File: src/rtl/core/pwr_mut_pkg.sv
// Types, constants and table builders for the power mutation block
package pwr_mut_pkg;

    localparam int MAX_TABLE_BITS = 10;
    localparam logic [15:0] INV_EXP_RESET = 16'd256;
    localparam logic [15:0] STEP_MAX = 16'hFFFF;
    localparam logic [12:0] EXP_SHIFT_LIMIT = 13'd16;

    typedef enum logic [3:0] {
        S_IDLE,
        S_LOOK,
        S_LMUL,
        S_LOGF,
        S_PMUL,
        S_EXPL,
        S_EMUL,
        S_EXPF,
        S_TEST,
        S_DECIDE,
        S_SMUL,
        S_DONE
    } t_state;

    typedef struct packed {
        logic signed [31:0] position;
        logic signed [31:0] lower_bound;
        logic signed [31:0] upper_bound;
        logic [15:0]        scale_draw;
        logic [15:0]        side_draw;
        logic               first_coordinate;
    } t_in_item;

    typedef struct packed {
        logic signed [31:0] mutated_position;
        logic               moved_down;
    } t_out_item;

    // log2(1 + idx/2^bits) in Q16, bit by bit from repeated Q30 squaring
    function automatic logic [16:0] log_entry(input int unsigned idx, input int unsigned bits);
        logic [63:0] x;
        logic [16:0] acc;
        x = (64'd1 << 30) + (64'(idx) << (30 - bits));
        acc = '0;
        for (int k = 0; k < 16; k++) begin
            x = (x * x) >> 30;
            acc = {acc[15:0], 1'b0};
            if (x >= (64'd2 << 30)) begin
                acc[0] = 1'b1;
                x = x >> 1;
            end
        end
        if (idx == (32'd1 << bits)) begin
            acc = 17'd65536;
        end
        return acc;
    endfunction

    // Truncating integer square root, two bits a round
    function automatic logic [63:0] isqrt64(input logic [63:0] v_in);
        logic [63:0] v;
        logic [63:0] res;
        logic [63:0] bitv;
        v = v_in;
        res = '0;
        bitv = 64'd1 << 62;
        for (int k = 0; k < 32; k++) begin
            if (v >= res + bitv) begin
                v = v - (res + bitv);
                res = (res >> 1) + bitv;
            end else begin
                res = res >> 1;
            end
            bitv = bitv >> 2;
        end
        return res;
    endfunction

    // 2^(-idx/2^bits) in Q16, built from products of Q30 roots of one half
    function automatic logic [16:0] exp_entry(input int unsigned idx, input int unsigned bits);
        logic [63:0] roots [0:MAX_TABLE_BITS];
        logic [63:0] p;
        logic [16:0] ret;
        roots[0] = 64'd1 << 29;
        for (int k = 1; k <= MAX_TABLE_BITS; k++) begin
            roots[k] = '0;
            if (k <= int'(bits)) begin
                roots[k] = isqrt64(roots[k - 1] << 30);
            end
        end
        p = 64'd1 << 30;
        for (int k = 1; k <= MAX_TABLE_BITS; k++) begin
            if (k <= int'(bits)) begin
                if (((idx >> (bits - k)) & 32'd1) != 0) begin
                    p = (p * roots[k]) >> 30;
                end
            end
        end
        ret = 17'((p + (64'd1 << 13)) >> 14);
        if (idx == (32'd1 << bits)) begin
            ret = 17'd32768;
        end
        return ret;
    endfunction

endpackage

File: src/rtl/core/power_mutation_top.sv
// Power mutation core: step generation and per-coordinate position update
// Power mutation of a real-coded vector, one coordinate per input beat. A beat
// marked first_coordinate recomputes the step s = u^(1/p) from scale_draw as
// 2^-(inverse_exponent * -log2 u), using interpolated log2 and exp2 tables;
// s is zero for a zero draw and stays zero until a first coordinate arrives.
// Each coordinate then tests (x - lo)/(hi - x) < side_draw by cross-
// multiplication and moves toward lo by s*(x - lo) or toward hi by
// s*(hi - x); moved_down reports the direction. Positions are signed Q16.16,
// draws and s unsigned Q0.16, inverse_exponent unsigned Q8.8 (reset 1.0).
// Sequencing: every arithmetic step shares one 33x16 multiplier under a small
// sequencer, with the product registered, so the block takes one beat at a
// time. An ordinary coordinate passes S_TEST, S_DECIDE, S_SMUL and S_DONE and
// loads the result register as it returns to S_IDLE to take the next beat. A
// first coordinate first computes the step in S_LOOK to S_EXPF (log lookup,
// log interpolation, exponent multiply, exp interpolation); it jumps to S_TEST
// with a zero step from S_EXPL when the integer part of the exponent exceeds
// 16, or from S_LOOK when the draw is zero. The result sits in an output
// register, so a stalled result does not block the next input beat; only the
// following result waits for it to be taken before it loads. Write
// inverse_exponent only while the block is idle.
module power_mutation_top #(
    parameter int LOG_TABLE_BITS = 6,
    parameter int EXP_TABLE_BITS = 6
) (
    input  logic                  i_clk,
    input  logic                  i_rst_n,
    input  logic                  i_valid,
    output logic                  o_stall,
    input  pwr_mut_pkg::t_in_item  i_data,
    output logic                  o_valid,
    input  logic                  i_stall,
    output pwr_mut_pkg::t_out_item o_data,
    input  logic                  i_cfg_wr_en,
    input  logic [15:0]           i_cfg_wr_data
);

    localparam int LOG_SIZE = 1 << LOG_TABLE_BITS;
    localparam int EXP_SIZE = 1 << EXP_TABLE_BITS;
    localparam int LSH = 15 - LOG_TABLE_BITS;
    localparam int ESH = 16 - EXP_TABLE_BITS;

    // Index of the highest set bit; the draw is known nonzero where used
    function automatic logic [3:0] msb_index(input logic [15:0] v);
        logic [3:0] idx;
        idx = '0;
        for (int k = 0; k < 16; k++) begin
            if (v[k]) begin
                idx = 4'(k);
            end
        end
        return idx;
    endfunction

    // Constant tables, built at elaboration
    logic [16:0] w_lt [0:LOG_SIZE];
    logic [16:0] w_et [0:EXP_SIZE];

    for (genvar gi = 0; gi <= LOG_SIZE; gi++) begin : g_lt
        localparam logic [16:0] LT_V = pwr_mut_pkg::log_entry(gi, LOG_TABLE_BITS);
        assign w_lt[gi] = LT_V;
    end

    for (genvar gj = 0; gj <= EXP_SIZE; gj++) begin : g_et
        localparam logic [16:0] ET_V = pwr_mut_pkg::exp_entry(gj, EXP_TABLE_BITS);
        assign w_et[gj] = ET_V;
    end

    // Control state
    pwr_mut_pkg::t_state r_state, n_state;
    logic        r_out_valid, n_out_valid;
    logic [15:0] r_step, n_step;
    logic [15:0] r_inv_exp;

    // Datapath registers
    logic signed [31:0] r_x, n_x;
    logic signed [32:0] r_dlo, n_dlo;
    logic signed [32:0] r_dhi, n_dhi;
    logic [15:0] r_side, n_side;
    logic [15:0] r_u, n_u;
    logic [16:0] r_base, n_base;
    logic [32:0] r_opa, n_opa;
    logic [15:0] r_opb, n_opb;
    logic [48:0] r_prod;
    logic [3:0]  r_m, n_m;
    logic [4:0]  r_ip, n_ip;
    logic        r_down, n_down;
    logic        r_neg, n_neg;
    pwr_mut_pkg::t_out_item r_out_data, n_out_data;

    // Shared multiplier
    logic [48:0] w_prod;
    assign w_prod = {16'b0, r_opa} * {33'b0, r_opb};

    // Input differences, formed on the accepted beat
    logic signed [32:0] w_dlo_in, w_dhi_in;
    assign w_dlo_in = {i_data.position[31], i_data.position}
                    - {i_data.lower_bound[31], i_data.lower_bound};
    assign w_dhi_in = {i_data.upper_bound[31], i_data.upper_bound}
                    - {i_data.position[31], i_data.position};

    // Log table lookup from the normalised draw
    logic [3:0]                  w_m;
    logic [15:0]                 w_norm;
    logic [LOG_TABLE_BITS-1:0]   w_lidx;
    logic [LOG_TABLE_BITS:0]     w_lidx_nx;
    logic [LSH-1:0]              w_lrem;
    logic [16:0]                 w_lt_lo, w_lt_hi;
    assign w_m       = msb_index(r_u);
    assign w_norm    = r_u << (4'd15 - w_m);
    assign w_lidx    = w_norm[14:LSH];
    assign w_lrem    = w_norm[LSH-1:0];
    assign w_lidx_nx = {1'b0, w_lidx} + 1'b1;
    assign w_lt_lo   = w_lt[{1'b0, w_lidx}];
    assign w_lt_hi   = w_lt[w_lidx_nx];

    // -log2 u in Q16
    logic [16:0] w_log;
    logic [20:0] w_neg;
    assign w_log = r_base + 17'(r_prod >> LSH);
    assign w_neg = {5'd16 - {1'b0, r_m}, 16'b0} - {4'b0, w_log};

    // Exponent split and exp table lookup
    logic [28:0]               w_t;
    logic [12:0]               w_ip;
    logic [EXP_TABLE_BITS-1:0] w_eidx;
    logic [EXP_TABLE_BITS:0]   w_eidx_nx;
    logic [ESH-1:0]            w_erem;
    logic [16:0]               w_et_lo, w_et_hi;
    assign w_t       = r_prod[36:8];
    assign w_ip      = w_t[28:16];
    assign w_eidx    = w_t[15:ESH];
    assign w_erem    = w_t[ESH-1:0];
    assign w_eidx_nx = {1'b0, w_eidx} + 1'b1;
    assign w_et_lo   = w_et[{1'b0, w_eidx}];
    assign w_et_hi   = w_et[w_eidx_nx];

    // Interpolated exp, integer shift and saturation
    logic [16:0] w_e, w_e_sh;
    logic [15:0] w_step_new;
    assign w_e        = r_base - 17'(r_prod >> ESH);
    assign w_e_sh     = w_e >> r_ip;
    assign w_step_new = (w_e_sh > 17'd65535) ? pwr_mut_pkg::STEP_MAX : w_e_sh[15:0];

    // Direction test: hi - x > 0 and (x - lo) * 2^16 < r * (hi - x)
    logic               w_down;
    logic signed [32:0] w_d;
    logic [32:0]        w_mag;
    assign w_down = !r_dhi[32] && (r_dhi != '0)
                 && ($signed({r_dlo[32], r_dlo, 16'b0}) < $signed({1'b0, r_prod}));
    assign w_d    = w_down ? r_dlo : r_dhi;
    assign w_mag  = w_d[32] ? 33'(-w_d) : 33'(w_d);

    // Position update from the scaled distance
    logic [32:0] w_scaled, w_delta, w_res;
    assign w_scaled = r_prod[48:16];
    assign w_delta  = r_neg ? 33'(-w_scaled) : w_scaled;
    assign w_res    = r_down ? ({r_x[31], r_x} - w_delta) : ({r_x[31], r_x} + w_delta);

    always_comb begin
        n_state     = r_state;
        n_out_valid = r_out_valid;
        n_out_data  = r_out_data;
        n_step      = r_step;
        n_x         = r_x;
        n_dlo       = r_dlo;
        n_dhi       = r_dhi;
        n_side      = r_side;
        n_u         = r_u;
        n_base      = r_base;
        n_opa       = r_opa;
        n_opb       = r_opb;
        n_m         = r_m;
        n_ip        = r_ip;
        n_down      = r_down;
        n_neg       = r_neg;

        // Drop the result once the downstream side takes it
        if (r_out_valid && !i_stall) begin
            n_out_valid = 1'b0;
        end

        case (r_state)
            pwr_mut_pkg::S_IDLE: begin
                if (i_valid) begin
                    n_x    = i_data.position;
                    n_dlo  = w_dlo_in;
                    n_dhi  = w_dhi_in;
                    n_side = i_data.side_draw;
                    n_u    = i_data.scale_draw;
                    if (i_data.first_coordinate) begin
                        n_state = pwr_mut_pkg::S_LOOK;
                    end else begin
                        n_opa   = 33'(w_dhi_in);
                        n_opb   = i_data.side_draw;
                        n_state = pwr_mut_pkg::S_TEST;
                    end
                end
            end
            pwr_mut_pkg::S_LOOK: begin
                if (r_u == '0) begin
                    n_step  = '0;
                    n_opa   = 33'(r_dhi);
                    n_opb   = r_side;
                    n_state = pwr_mut_pkg::S_TEST;
                end else begin
                    n_m     = w_m;
                    n_base  = w_lt_lo;
                    n_opa   = {16'b0, w_lt_hi - w_lt_lo};
                    n_opb   = 16'(w_lrem);
                    n_state = pwr_mut_pkg::S_LMUL;
                end
            end
            pwr_mut_pkg::S_LMUL: begin
                n_state = pwr_mut_pkg::S_LOGF;
            end
            pwr_mut_pkg::S_LOGF: begin
                n_opa   = {12'b0, w_neg};
                n_opb   = r_inv_exp;
                n_state = pwr_mut_pkg::S_PMUL;
            end
            pwr_mut_pkg::S_PMUL: begin
                n_state = pwr_mut_pkg::S_EXPL;
            end
            pwr_mut_pkg::S_EXPL: begin
                if (w_ip > pwr_mut_pkg::EXP_SHIFT_LIMIT) begin
                    n_step  = '0;
                    n_opa   = 33'(r_dhi);
                    n_opb   = r_side;
                    n_state = pwr_mut_pkg::S_TEST;
                end else begin
                    n_ip    = w_ip[4:0];
                    n_base  = w_et_lo;
                    n_opa   = {16'b0, w_et_lo - w_et_hi};
                    n_opb   = 16'(w_erem);
                    n_state = pwr_mut_pkg::S_EMUL;
                end
            end
            pwr_mut_pkg::S_EMUL: begin
                n_state = pwr_mut_pkg::S_EXPF;
            end
            pwr_mut_pkg::S_EXPF: begin
                n_step  = w_step_new;
                n_opa   = 33'(r_dhi);
                n_opb   = r_side;
                n_state = pwr_mut_pkg::S_TEST;
            end
            pwr_mut_pkg::S_TEST: begin
                n_state = pwr_mut_pkg::S_DECIDE;
            end
            pwr_mut_pkg::S_DECIDE: begin
                n_down  = w_down;
                n_neg   = w_d[32];
                n_opa   = w_mag;
                n_opb   = r_step;
                n_state = pwr_mut_pkg::S_SMUL;
            end
            pwr_mut_pkg::S_SMUL: begin
                n_state = pwr_mut_pkg::S_DONE;
            end
            pwr_mut_pkg::S_DONE: begin
                // Hold here while the output register still holds an untaken beat
                if (!r_out_valid || !i_stall) begin
                    n_out_valid                 = 1'b1;
                    n_out_data.mutated_position = w_res[31:0];
                    n_out_data.moved_down       = r_down;
                    n_state                     = pwr_mut_pkg::S_IDLE;
                end
            end
            default: begin
                n_state = pwr_mut_pkg::S_IDLE;
            end
        endcase
    end

    always_ff @(posedge i_clk) begin
        if (!i_rst_n) begin
            r_state     <= pwr_mut_pkg::S_IDLE;
            r_out_valid <= 1'b0;
            r_step      <= '0;
            r_inv_exp   <= pwr_mut_pkg::INV_EXP_RESET;
        end else begin
            r_state     <= n_state;
            r_out_valid <= n_out_valid;
            r_step      <= n_step;
            if (i_cfg_wr_en) begin
                r_inv_exp <= i_cfg_wr_data;
            end
        end
    end

    always_ff @(posedge i_clk) begin
        r_x        <= n_x;
        r_dlo      <= n_dlo;
        r_dhi      <= n_dhi;
        r_side     <= n_side;
        r_u        <= n_u;
        r_base     <= n_base;
        r_opa      <= n_opa;
        r_opb      <= n_opb;
        r_prod     <= w_prod;
        r_m        <= n_m;
        r_ip       <= n_ip;
        r_down     <= n_down;
        r_neg      <= n_neg;
        r_out_data <= n_out_data;
    end

    assign o_stall = (r_state != pwr_mut_pkg::S_IDLE);
    assign o_valid = r_out_valid;
    assign o_data  = r_out_data;

endmodule

File: config.mk
export PLATFORM = sky130hd
export DESIGN_NAME = power_mutation_top
export DESIGN_NICKNAME = d
export VERILOG_FILES = /design/src/rtl/core/pwr_mut_pkg.sv /design/src/rtl/core/power_mutation_top.sv
export SDC_FILE = /design/constraint.sdc
export NUM_CORES = 2
export LEC_CHECK = 0
export ABC_AREA = 1
export ABC_CLOCK_PERIOD_IN_PS = 23200
export BUFFER_PORTS_ARGS = -buffer_cell sky130_fd_sc_hd__buf_2
export CAP_MARGIN = 20
export CORE_UTILIZATION = 55
export DETAILED_ROUTE_END_ITERATION = 10
export GPL_TIMING_DRIVEN = 0
export PLACE_DENSITY = 0.72
export SYNTH_ARGS = -nofsm -noshare
export SYNTH_HDL_FRONTEND = slang
export SYNTH_SLANG_ARGS = --single-unit
File: constraint.sdc
create_clock -name i_clk -period 23.2 [get_ports i_clk]
set_input_delay 4.64 -clock i_clk [delete_from_list [all_inputs] [get_ports i_clk]]
set_output_delay 4.64 -clock i_clk [all_outputs]
set_load 0.01 [all_outputs]
## After elaboration in Yosys (flattened, before gate mapping)

Memories as Yosys holds them, arrays and structs flattened.
Index checks and enable logic that the tools add are counted.
W data, S select, Z words.

- Word-level logic and storage cells: 147
- Input bits: 150
- Memories: 4
- Output and inout bits: 35
- Register bits: 326
- ROM bits: 8,704

Memories:

| name | depth | bits a word | read ports | clocked after Yosys merged registers in | write ports | RTL line | source |
|---|---|---|---|---|---|---|---|
| (name not given) | 128 | 17 | 1 | 0 | 0 | power_mutation_top.sv:135 | `assign w_et_hi = w_et[w_eidx_nx];` |
| (name not given) | 128 | 17 | 1 | 0 | 0 | power_mutation_top.sv:134 | `assign w_et_lo = w_et[{1'b0, w_eidx}];` |
| (name not given) | 128 | 17 | 1 | 0 | 0 | power_mutation_top.sv:114 | `assign w_lt_hi = w_lt[w_lidx_nx];` |
| (name not given) | 128 | 17 | 1 | 0 | 0 | power_mutation_top.sv:113 | `assign w_lt_lo = w_lt[{1'b0, w_lidx}];` |

- Multipliers: 1
- Mux-type cells: 53
- Reductions and logical operators: 22
- $lt $le $gt $ge: 7
- Bitwise logic cells: 6
- Add/sub/neg operators: 15
- Shift-type cells: 2
- Equality and inequality tests: 18

Operators by type and width:

| cell | number |
|---|---|
| $mux W33 | 6 |
| $pmux W33 S6 | 1 |
| $mux W17 | 10 |
| $mux W16 | 7 |
| $pmux W16 S6 | 1 |
| $mux W4 | 17 |
| $sub A32 B32 Y33 | 2 |
| $mux W32 | 2 |
| $sub A17 B17 Y17 | 3 |
| $lt A49 B50 Y1 | 1 |
| $mul A33 B16 Y49 | 1 |
| $pmux W16 S3 | 1 |
| $pmux W4 S12 | 1 |
| $pmux W17 S2 | 1 |
| $neg A33 Y33 | 1 |
| $reduce_bool A33 Y1 | 1 |
| $add A32 B32 Y32 | 1 |
| $ge A8 B8 Y1 const B | 4 |
| $neg A32 Y32 | 1 |
| $sub A32 B32 Y32 | 1 |
| $sub A21 B17 Y21 | 1 |
| $add A17 B17 Y17 | 1 |
| $gt A17 B16 Y1 const B | 1 |
| $shr A17 B5 Y17 | 1 |
| other kinds (26) | 57 |

## Depth between registers and ports, before layout

- Word-level depth: 25
- Depth in mapped cells: 52

## Least setup slack after synthesis

OpenSTA, ideal clock, no wires.

- Kind: input port to flip-flop
- From: in i_valid
- To: reg r_dhi[0] (enable)
- Path slack: 12,535 ps
- Arrival: 10,043 ps
- Data required time: 22,579 ps
- Stages: 2
- Cells stage by stage: inv_1 nor2_1

- Cells in the longest elaborated chain, start to end: 1

Ends and longest elaborated chain:

| item | RTL line | source |
|---|---|---|
| from (decl) | power_mutation_top.sv:27 | `input logic i_valid,` |
| $reduce_and A2 Y1 (no source line) | - |  |
| to (signal assigned) | power_mutation_top.sv:294 | `r_dhi <= n_dhi;` |
| to (decl) | power_mutation_top.sv:77 | `logic signed [32:0] r_dhi, n_dhi;` |

Every way passes these cells.
A chain may end at the register's enable or synchronous reset.

## Worst setup path after layout

- From: reg r_u[2]
- To: reg r_opa[9] (data pin)

- Cells in the longest elaborated chain, start to end: 24
- Elaborated cells between the ends (all ways): 29
- Those cells by class: 3 x add/sub; 1 x shift; 20 x mux; 2 x bitwise; 1 x reduce/logical; 2 x memory

Ends and longest elaborated chain:

| item | RTL line | source |
|---|---|---|
| from (decl) | power_mutation_top.sv:79 | `logic [15:0] r_u, n_u;` |
| from (signal assigned) | power_mutation_top.sv:296 | `r_u <= n_u;` |
| $mux W2 (*) (2 in a row) | power_mutation_top.sv:47 | `if (v[k]) begin` |
| $mux W4 (*) (12 in a row) | power_mutation_top.sv:47 |  |
| net w_m[1] | power_mutation_top.sv:102 | `logic [3:0] w_m;` |
| $sub A4 B4 Y4 (*) | power_mutation_top.sv:109 | `assign w_norm = r_u << (4'd15 - w_m);` |
| $shl A16 B4 Y15 (*) | power_mutation_top.sv:109 |  |
| $add A6 B1 Y7 | power_mutation_top.sv:112 | `assign w_lidx_nx = {1'b0, w_lidx} + 1'b1;` |
| $not A7 Y8 (not written as such) | power_mutation_top.sv:114 |  |
| $mem_v2 Z128 W17 | - |  |
| $mux W17 (not written as such) (2 in a row) | power_mutation_top.sv:114 |  |
| $sub A17 B17 Y17 (*) | power_mutation_top.sv:208 | `n_opa = {16'b0, w_lt_hi - w_lt_lo};` |
| $mux W33 (*) | power_mutation_top.sv:200 | `if (r_u == '0) begin` |
| $pmux W33 S6 (*) | power_mutation_top.sv:182 | `case (r_state)` |
| net n_opa[9] | power_mutation_top.sv:81 | `logic [32:0] r_opa, n_opa;` |
| to (signal assigned) | power_mutation_top.sv:298 | `r_opa <= n_opa;` |
| to (decl) | power_mutation_top.sv:81 |  |

The timed path passes the listed nets; every way through them passes the cells marked *. The select of a mux whose other input is x is not followed.

==> impl_metrics.toml <==
[drt]
drc = 0
antenna_left = 0
avgRoutedWirePerCell_um = 22.2
drtPass1Iterations = 10
vias_per_cell = 5.88
route.vias.total = 46500
detail_route.wirelength_um = 176000
drtIter0Drc = 5751

[grt]
overflow = 0
grt_pass1_vias = 44700
antenna_found_initial = 10
grt_max_degree = 34
globalRouteTotalUtil = 0.407
grt_pass1_wl_um = 266000

[clocking]
clock-root-buffer = "clkbuf_16"
cts_buffer_depth = 3
cts_tree = "built"
clk_pin_slew_ps = 70
clock_sinks = 326
h-tree-depth = 2
cts_setup_buffers = 0
insertion_delay_ps = 590
hold_buffers = 0
post_cts_resized = 0
cts_buffers = 38

[setup_path]
criticalPathCategory = "reg -> reg"
crit_fanout = 15
critPathArrivalTime_ps = 8620
critPathMaxStageDelay_ps = 740
crit_top_cell = "nand3_1"
startpoint_type = "register"
slowest_stage = "a2111oi_0"
endpoint_kind = "register"
worstPathRequired_ps = 23410

[synth]
synth_seq_area_share = 0.191
synth-edff-count = 240
avgSynthCellArea_um2 = 7.17
yosysWarnings = 0
ys_ff_latch = 326
ys_types = 68
synthArstFlopShare = 0
syn_nets = 7446
synth_area_um2 = 46700
synth_ff_type = "edfxtp_1"
synth_cells = 6507

[layout]
nets = 7677
multi_input_area_um2 = 32400
ff_latch_area_um2 = 8930
syn2layout_area_growth_pct = 8.10
layout-drive-gt1-share = 0.0585
fin_area_um2 = 50400
nFillCells = 8050

[place]
io_buffers = 184
gp_congestion = 1.06
post-place-ws_ps = 14960
place_area_um2 = 49200
hpwl_um = 146000

[sta]
hold_viol = 0
setup_viol = 0
setup_ws_ps = 14790
fin_tns_setup_ps = 0
post-route-min-period_ps = 8410
rsz0062_at_grt = "no"
maxSlewViolCount = 0
worst_slew_pin_slew_ps = 1090
maxSlewHeadroom = 0.272
finClkSkew_ps = 39.3
timing.fmax_mhz = 119
finalCritPeriodShare = 0.362

[hold_path]
worstHoldPathType = "reg -> reg"

[floorplanning]
floorplan.initialDensity = 0.557
num_rows = 106
core_area_um2 = 83800
dieArea_um2 = 86000
die_width_um = 293
die_h_um = 293
io_pins = 185

[run_status]
outcome = "complete, no violations"

[flow_run]
cap_violations = 0
==> through the flow <==
stage | hold slack [ps] | utilization | cells
6_report | 469 | 0.602 | 7911
5_1_grt | 486 | 0.602 | 7910
4_1_cts | 470 | 0.601 | 7902
3_5_place_dp | 459 | 0.587 | 7832
3_3_place_gp | 454 | 0.585 | 7825
2_1_floorplan | 424 | - | 6507
==> synth_stat cells (8+ instances only) <==
library cell | number | area [um^2]
o31ai_1 | 21 | 158
a221oi_1 | 10 | 87.6
nor3_1 | 49 | 245
o22ai_1 | 10 | 62.6
inv_2 | 10 | 37.5
nand3b_1 | 8 | 60.1
nand4_1 | 54 | 338
o2111ai_1 | 12 | 105
nand2_2 | 12 | 75.1
o21a_1 | 13 | 97.6
clkbuf_1 | 202 | 758
nor2_1 | 443 | 1660
a21oi_1 | 381 | 1910
nand3_1 | 387 | 1940
nor4_1 | 17 | 106
o21bai_1 | 20 | 150
dfxtp_1 | 86 | 1720
a211oi_1 | 9 | 67.6
fa_1 | 439 | 8790
or2_2 | 22 | 138
o21ai_0 | 299 | 1500
nand2_4 | 11 | 124
inv_1 | 1086 | 4080
buf_2 | 40 | 200
xor2_1 | 172 | 1510
o221ai_1 | 10 | 87.6
a21o_1 | 15 | 113
ha_1 | 350 | 4380
buf_6 | 8 | 90.1
o21ai_1 | 19 | 95.1
edfxtp_1 | 240 | 7210
o311ai_0 | 11 | 96.3
o211ai_1 | 38 | 285
buf_1 | 18 | 67.6
a31oi_1 | 45 | 282
xnor2_1 | 62 | 543
nand2_1 | 1784 | 6700
a21boi_0 | 9 | 67.6
==> registers in the layout, summed over array words and instances (netlist names) <==
name / count
o_data: 33
o_valid: 1
r_base: 17
r_dhi: 33
r_dlo: 33
r_down: 1
r_inv_exp: 16
r_ip: 5
r_m: 4
r_neg: 1
r_opa: 33
r_opb: 16
r_prod: 49
r_side: 16
r_state: 4
r_step: 16
r_u: 16
r_x: 32
==> area by class of cell <==
type	count	share of cell area
antenna	9	0.000447
multi-input combinational	4799	0.643
timing repair buffer	191	0.0213
inverter	1107	0.0826
tap	1134	0.0281
buffer	275	0.0233
clock inverter	25	0.00444
clock buffer	45	0.0201
sequential	326	0.177
==> path summary, 6_finish.rpt <==
| path | depth (start not counted) | start | slack (ps) | to |
|---|---|---|---|---|
| worst max-delay path | 33 | r_u[2] | 14790 | r_opa[9] |
| worst min-delay path | 2 | r_step[7] | 470 | r_step[7] |
| worst max register to register | 33 | r_u[2] | 14790 | r_opa[9] |
| worst min register to register | 2 | r_step[7] | 470 | r_step[7] |
==> layer usage <==
layer / wire length, um / part of all wire / vias to the layer above / GRT usage
met1: 71600 / 0.41 / 22200 / 0.552
li1: - / - / 21200 / -
met3: 17800 / 0.10 / 465 / 0.0670
met5: 14 / 0.000080 / - / 0
met2: 76800 / 0.44 / 2697 / 0.637
met4: 9420 / 0.054 / 2 / 0.191
==> critical path: cells and delay by family (launching register included) <==
kind,cells,cell delay [ps]
buffers and inverters,5,1260
AOI/OAI and AO/OA,10,3070
DFF,1,480
and+or+nand+nor,15,2320
adders and majority gates,3,890
==> placed cells by master (no fill, tap or decap), drive strengths merged, types with 11 or more instances in the layout <==
cell	netlist	final
clkbuf	202	247
clkinv	8	23
edfxtp	240	240
xor2	172	172
or2	22	22
nor4	17	17
a21boi	13	13
o2111ai	12	12
xnor2	62	62
nor3	51	51
o211ai	38	38
ha	350	350
o31ai	21	21
inv	1099	1107
o311ai	11	11
o21bai	20	20
a31oi	46	46
nor2	452	452
o21ai	319	319
fa	439	439
a21oi	381	381
nand3	396	396
nand4	55	55
o21a	13	13
buf	73	264
nand2	1807	1807
a21o	15	15
dfxtp	86	86
==> logic make-up after synthesis <==
logic type,count (synthesis),share of synthesized area
AND/OR/NAND/NOR,2814,0.250
buffers and inverters,1382,0.115
AO/OA/AOI/OAI,962,0.118
adder cells (fa/ha/maj),789,0.282
flip-flops,326,0.191
XOR/XNOR,234,0.0439
Power is left out: the tool's default activity adds up to more than one toggle a clock period on the data nets, which glitch-free logic cannot reach.
